$ cat src/hdl/cht_ram.sv
// generic simple dual-port ram (one write port, one read port) with registered read
// no dependencies
module cht_ram #(
    parameter int WIDTH = 8,
    parameter int DEPTH = 16
) (
    input  logic                     i_clk,
    input  logic                     i_we,
    input  logic [$clog2(DEPTH)-1:0] i_waddr,
    input  logic [WIDTH-1:0]         i_wdata,
    input  logic [$clog2(DEPTH)-1:0] i_raddr,
    output logic [WIDTH-1:0]         o_rdata
);
    logic [WIDTH-1:0] r_mem [DEPTH];

    always_ff @(posedge i_clk) begin
        if (i_we) begin
            r_mem[i_waddr] <= i_wdata;
        end
        o_rdata <= r_mem[i_raddr];
    end
endmodule

$ cat config.mk
export PLATFORM = sky130hd
export DESIGN_NAME = cht_ram
export DESIGN_NICKNAME = d
export VERILOG_FILES = /design/src/hdl/cht_ram.sv
export SDC_FILE = /design/constraint.sdc
export NUM_CORES = 1
export LEC_CHECK = 0
export ABC_AREA = 1
export BUFFER_PORTS_ARGS = -buffer_cell sky130_fd_sc_hd__buf_4
export CAP_MARGIN = 5
export CORE_MARGIN = 10
export CORE_UTILIZATION = 55
export CTS_CLUSTER_SIZE = 20
export DETAILED_ROUTE_END_ITERATION = 6
export PLACE_DENSITY = 0.72
export SYNTH_ARGS = -nofsm -noshare
export SYNTH_HDL_FRONTEND = slang
export SYNTH_SLANG_ARGS = --single-unit
$ cat constraint.sdc
create_clock -name i_clk -period 1.2 [get_ports i_clk]
set_clock_uncertainty 0.05 [all_clocks]
set_input_delay 0.06 -clock i_clk [delete_from_list [all_inputs] [get_ports i_clk]]
set_output_delay 0.06 -clock i_clk [all_outputs]
set_load 0.1 [all_outputs]
==> run metrics, run 1 <==
H-tree Lvls 4; fraction of layout cells with a size suffix above 1 14.8%; IO Pins 26; Residual DRC 0; Syn Area/Cell between 10 and 15 um^2; CP startpoint kind flip-flop; routed wire length around 14000 um; top cell type by total area after synthesis edfxtp_1; Iteration-0 DRC Markers around 380; Lkg Pwr 3.05 nW; Final setup viols 0; clk sinks around 140; CP max FO 1; Max Cap Viol 0; Max Slew Vio Count 0; Starting Density between 50% and 60%; clock root buffer master clkbuf_8; placed cell areas 6200 um^2; post-synthesis cell area around 5800 um^2; row count 37; Pre-antenna DRT Iters 5; Critical Path RT 1.09 ns; sequential area share after synthesis 69.4%; placed insts between 700 and 800; RSZ-0062 raised after global routing true; Synth warnings 0; RR Startpoint r_mem[0][7]; number of vias per cell roughly 5.3; vias roughly 4000; class of the worst hold path input pin to flip-flop; die height ~120 um; Max-slew headroom between 70% and 80%; worst path bufs/invs 1; slew at the pin with the worst max-slew slack about 0.30 ns; end of the worst register-to-register path o_rdata[7]; R2R setup slack 0.06 ns; Distinct cells, synth 12; ant diodes 0; Mapped Cells around 550; r2r worst-path depth 6; I/O Buffers 25; crit path DAT approximately 1.1 ns; DIE AREA 15000 um^2; post-CTS setup buffer count 0; slowest cell on the critical path dfxtp_4; initial antenna violation count 0; Hold Path Origin i_raddr[2]; Post-Syn Nets 569; GRT Total Usage a little under a fifth; vias in the first global route 4001; core area slightly above 10000 um^2; final hold vios 0; Chip Width between 100 and 150 um; Worst Setup End Kind primary output; Filler cells 760; Power per Cell Area about 1600 nW/um^2; fin crit period between 1 and 1.5 ns; GP Congestion between 0.9 and 1; final worst-path cycle share between 90% and 100%; hold path depth 6; Top FF cell, synth edfxtp_1; Post-synth ARST share 0%; status finished, final reports clean; Max stage delay on crit path roughly 0.37 ns; Hold EP o_rdata[5]; clk slew on worst S/H paths approximately 0.060 ns; most frequent cells after synthesis nand2_1, edfxtp_1, inv_1; critical path class flip-flop to primary output; Fmax achieved around 0.85 GHz; top cells by area, synth edfxtp_1, nand2_1, nand3_1; Total Nets Final ~630; Num CTS Buffers 17; Final Cell Area ~7000 um^2; TritonCTS clock tree built; GRT Residual Overflow 0; CP top delay family flip-flops; post-route ant nets 0; CTS Buffer Depth 2; Area Overhead vs Synth 21.5%; first-pass GRT wire length approximately 21000 um; clk_lat worst skew ~0.53 ns; wire per inst ~18 um; top cell type's share of synthesized area around two thirds; flip-flop and latch count after synthesis between 100 and 150; post-detail-place hpwl ~8600 um; CP Cell Sequence buf_12; number of synthesized flops with an enable pin between 100 and 150; largest net degree at the start of global routing 47; Post-Layout Cell Count 757; Worst VDD drop 1.02 mV; count leader, synth nand2_1
stage by stage:
stage / hold slack (ns) / setup WS [ns] / power [mW] / util, % / setup TNS, ns
3_3_place_gp: 0.320 / 0.0259 / 6.35 / 60.3 / 0
2_1_floorplan: 0.109 / 0.139 / 6.03 / - / 0
4_1_cts: 0.00938 / 0.00107 / 11.6 / 67.9 / 0
3_5_place_dp: 0.326 / -0.0112 / 6.37 / 60.3 / -0.0112
6_report: 0.0194 / 0.0171 / 11.5 / 68.2 / 0
5_1_grt: 0.0402 / -0.00715 / 11.9 / 68.2 / -0.0179
routing by layer:
metal	GRT usage, %	vias to the layer above	part of all wire [%]
li1	-	1891	-
met1	24.3	1908	41
met2	30.3	161	49
met3	5.10	27	7.6
met4	8.32	0	2.5
met5	0	-	0
placed cells by master (no fill, tap or decap), types with 3 or more instances in the layout:
| cell | Yosys | layout |
|---|---|---|
| nand2_1 | 173 | 173 |
| edfxtp_1 | 128 | 128 |
| inv_1 | 100 | 100 |
| nand3_1 | 97 | 97 |
| buf_4 | 4 | 40 |
| nor2_1 | 17 | 17 |
| clkbuf_16 | 0 | 16 |
| buf_12 | 0 | 11 |
| dlygate4sd3_1 | 0 | 10 |
| dfxtp_2 | 0 | 7 |
| clkinvlp_4 | 0 | 3 |
| inv_6 | 0 | 3 |
| bufinv_16 | 0 | 3 |
| clkinv_4 | 0 | 3 |
flip-flops by register name (all words and copies together), names as in the netlist:
name,cells
o_rdata,8
r_mem,128
how the worst max path moves through the flow:
stage                     startpoint            to  slack, ns  cells past startpoint
after floorplan           i_waddr[2]  r_mem[10][0]       0.14                      2
after global placement    i_raddr[0]    o_rdata[7]       0.03                      8
after detailed placement  i_raddr[0]    o_rdata[7]      -0.01                      8
after CTS                 o_rdata[6]    o_rdata[6]      0.001                      1
after global routing      o_rdata[2]    o_rdata[2]     -0.007                      1
final                     o_rdata[1]    o_rdata[1]       0.02                      1
final cells by class:
class | count | area (um^2) | share of cell area [%]
sequential | 136 | 4020 | 57.3
multi-input combinational | 289 | 1210 | 17.3
timing repair buffer | 62 | 632 | 9.02
clock buffer | 18 | 418 | 5.96
inverter | 102 | 383 | 5.46
clock inverter | 14 | 174 | 2.48
tap | 136 | 170 | 2.43
where the power goes:
part,switching [mW],internal [mW]
logic,0.687,0.346
registers,0.0583,5.32
clock network,1.96,3.18
total,2.70,8.84
kinds of logic (layout without fill, tap and decap cells):
family / Yosys count / in the layout / share of synthesized area (%)
flops: 136 / 136 / 69.4
buf+inv: 126 / 196 / 9.52
simple gates: 289 / 289 / 21.0
what timing repair did:
item | in CTS | in global routing
hold buffers | 10 | 0
hold endpoints to repair | 136 | 0
gates resized for setup | 27 | 7
setup endpoints to repair | 8 | 7
Note: power is estimated with default switching activity, not from simulation.
==> run 2, diff against run 1 <==
Settings changed: ABC_AREA 1 to unset, CORE_ASPECT_RATIO set to 0.6, PLACE_DENSITY 0.72 to 0.75.
==> run metrics, run 2 <==
H-tree Lvls 4 (unchanged); violated checks setup timing; Post-synth ARST share 0% (unchanged); Iteration-0 DRC Markers 336 (was 381); Syn Area/Cell 22.5 um^2 (was 10.5 um^2); status finished, violations left (was finished, final reports clean); flip-flop and latch count after synthesis 136 (unchanged); GP Congestion 0.820 (was 0.930); CP top delay family multiplexers (was flip-flops); CP Cell Sequence mux4_2, a22oi_2, nand2_1 (was buf_12); Setup crit start r_mem[2][4] (was o_rdata[1]); IO Pins 26 (unchanged); Post-Syn Nets 247 (was 569); fin crit period 1.35 ns (was 1.18 ns); clk_lat worst skew 0.41 ns (was 0.53 ns); post-route ant nets 0 (unchanged); Worst Setup End Kind flip-flop (was primary output); number of synthesized flops with an enable pin 128 (unchanged); CP max FO 1 (unchanged); Crit path depth 3 (was 1); final worst-path cycle share 112% (was 98.6%); CP startpoint kind flip-flop (unchanged); r2r worst-path depth 3 (was 6); RSZ-0062 raised after global routing true (unchanged); Hold Worst Slack 0.0918 ns (was 0.0194 ns); Total Nets Final 326 (was 626); ant diodes 0 (unchanged); first-pass GRT wire length 17500 um (was 21500 um); die height 94.9 um (was 122 um); top cells by area, synth edfxtp_1, mux4_2, mux4_1 (was edfxtp_1, nand2_1, nand3_1); clk sinks 136 (unchanged); I/O Buffers 25 (unchanged); Residual DRC 0 (unchanged); class of the worst hold path input pin to flip-flop (unchanged); Final setup viols 8 (was 0); Top Registers r_mem x128, o_rdata x8 (unchanged); Fmax achieved 0.742 GHz (was 0.845 GHz); row count 27 (was 37); placed cell areas 5850 um^2 (was 6200 um^2); post-detail-place hpwl 7520 um (was 8570 um); clock root buffer master clkbuf_16 (was clkbuf_8); Chip Width 145 um (was 122 um); placed insts 411 (was 715); Mapped Cells 229 (was 551); Max-slew headroom 37.0% (was 79.8%); most common cell after layout, fill and taps aside edfxtp_1 (was nand2_1); worst path bufs/invs 0 (was 1); Pre-antenna DRT Iters 4 (was 5); setup_tns -0.965 ns (was 0 ns); critical path class flip-flop to flip-flop (was flip-flop to primary output); Max Slew Vio Count 0 (unchanged); Power per Cell Area 1710 nW/um^2 (was 1650 nW/um^2); RR Startpoint r_mem[2][4] (was r_mem[0][7]); CTS Buffer Depth 2 (unchanged); fin util 71.2% (was 68.2%); core area 9160 um^2 (was 10300 um^2); vias in the first global route 2798 (was 4001); Starting Density 56.2% (was 56.1%); Worst VDD drop 1.09 mV (was 1.02 mV); post-synthesis cell area 5150 um^2 (was 5770 um^2); routed wire length 11500 um (was 13500 um); Largest register FFs 128 (unchanged); GRT Residual Overflow 0 (unchanged); crit path DAT 1.59 ns (was 1.07 ns); Lkg Pwr 2.22 nW (was 3.05 nW); GRT Total Usage 18.3% (was 19.1%); Synth warnings 0 (unchanged); sequential area share after synthesis 77.8% (was 69.4%); Max Cap Viol 0 (unchanged); fin worst setup slack -0.147 ns (was 0.0171 ns); TritonCTS clock tree built (unchanged); Num CTS Buffers 17 (unchanged); DP Worst Slack -0.286 ns (was -0.0112 ns); post-CTS setup buffer count 0 (unchanged); final hold vios 0 (unchanged); Top reg by flops r_mem (unchanged); clk slew on worst S/H paths 0.05 ns (was 0.06 ns); largest net degree at the start of global routing 17 (was 47); most frequent cells after synthesis edfxtp_1, mux4_2, a22oi_1 (was nand2_1, edfxtp_1, inv_1); top cell type by total area after synthesis edfxtp_1 (unchanged); DIE AREA 13800 um^2 (was 15000 um^2); most frequent cells in the layout edfxtp_1, buf_4, mux4_2, clkbuf_16, a22oi_2 (was nand2_1, edfxtp_1, inv_1, nand3_1, buf_4); slew at the pin with the worst max-slew slack 0.943 ns (was 0.303 ns); wire per inst 25.5 um (was 17.8 um); Area Overhead vs Synth 26.7% (was 21.5%); Critical Path RT 1.44 ns (was 1.09 ns); Filler cells 555 (was 760); Final Cell Area 6520 um^2 (was 7010 um^2); Distinct cells, synth 19 (was 12); Hold Path Origin i_waddr[1] (was i_raddr[2]); Overall Power 11.1 mW (was 11.5 mW); number of vias per cell 5.83 (was 5.27); top cell type's share of synthesized area 74.7% (was 66.7%); Top FF cell, synth edfxtp_1 (unchanged); Max stage delay on crit path 0.51 ns (was 0.37 ns); hold path depth 3 (was 6); Post-Layout Cell Count 451 (was 757); fraction of layout cells with a size suffix above 1 42.4% (was 14.8%); vias 2631 (was 3987); initial antenna violation count 0 (unchanged); slowest cell on the critical path mux4_2 (was dfxtp_4); count leader, synth edfxtp_1 (was nand2_1)
-- run 2: cell count changes in the layout (fill, tap and decap cells not counted), moves of 5 or more --
cell,previous run,this run
a22oi_2,0,12
buf_4,40,49
clkbuf_1,1,6
dfxtp_1,0,8
dfxtp_2,7,0
inv_1,100,0
mux4_2,0,30
nand2_1,173,8
nand3_1,97,1
nor2_1,17,10
-- run 2: final timing paths --
check,endpoint,slack [ns]
worst max-delay path,o_rdata[4],-0.15
worst min register to register,o_rdata[3],0.65
worst max register to register,o_rdata[4],-0.15
worst min-delay path,r_mem[0][6],0.09
-- run 2: tightest hold or removal path: cells and delay by family --
kind	cells	cell delay [ns]
buffers and inverters	2	0.27
and+or+nand+nor	1	0.06
-- run 2: layout make-up --
cell class	count	area (um^2)	area share, %
clock buffer	28	517	7.92
clock inverter	4	41.3	0.633
multi-input combinational	83	1110	17.0
sequential	136	4000	61.4
tap	130	163	2.49
timing repair buffer	70	686	10.5
-- run 2: logic make-up (layout without fill, tap and decap cells) --
family	count (synthesis)	in the layout	share of synthesized area [%]
flip-flops	136	136	77.8
AND/OR/NAND/NOR	35	35	3.18
buffers and inverters	10	102	1.68
AO/OA/AOI/OAI	16	16	2.33
multiplexers	32	32	15.0
-- run 2: metal layers --
layer / GRT usage (%) / routed length, um / vias up
li1: - / - / 1118
met1: 25.4 / 4820 / 1364
met2: 26.6 / 5260 / 132
met3: 6.22 / 1270 / 17
met4: 6.70 / 152 / 0
met5: 0 / 0 / -
-- run 2: report_power, final --
group | switching (mW) | internal (mW)
Combinational | 0.559 | 0.340
Sequential | 0.0426 | 5.31
Clock | 1.77 | 3.11
-- run 2: repair_timing --
| item | in CTS | in global routing |
|---|---|---|
| endpoints found under the hold margin | 128 | 0 |
| gates cloned | 0 | 0 |
| endpoints found under the setup margin | 10 | 10 |
| hold buffers | 8 | 0 |
| gates resized for setup | 19 | 10 |
| pin swaps | 12 | 5 |
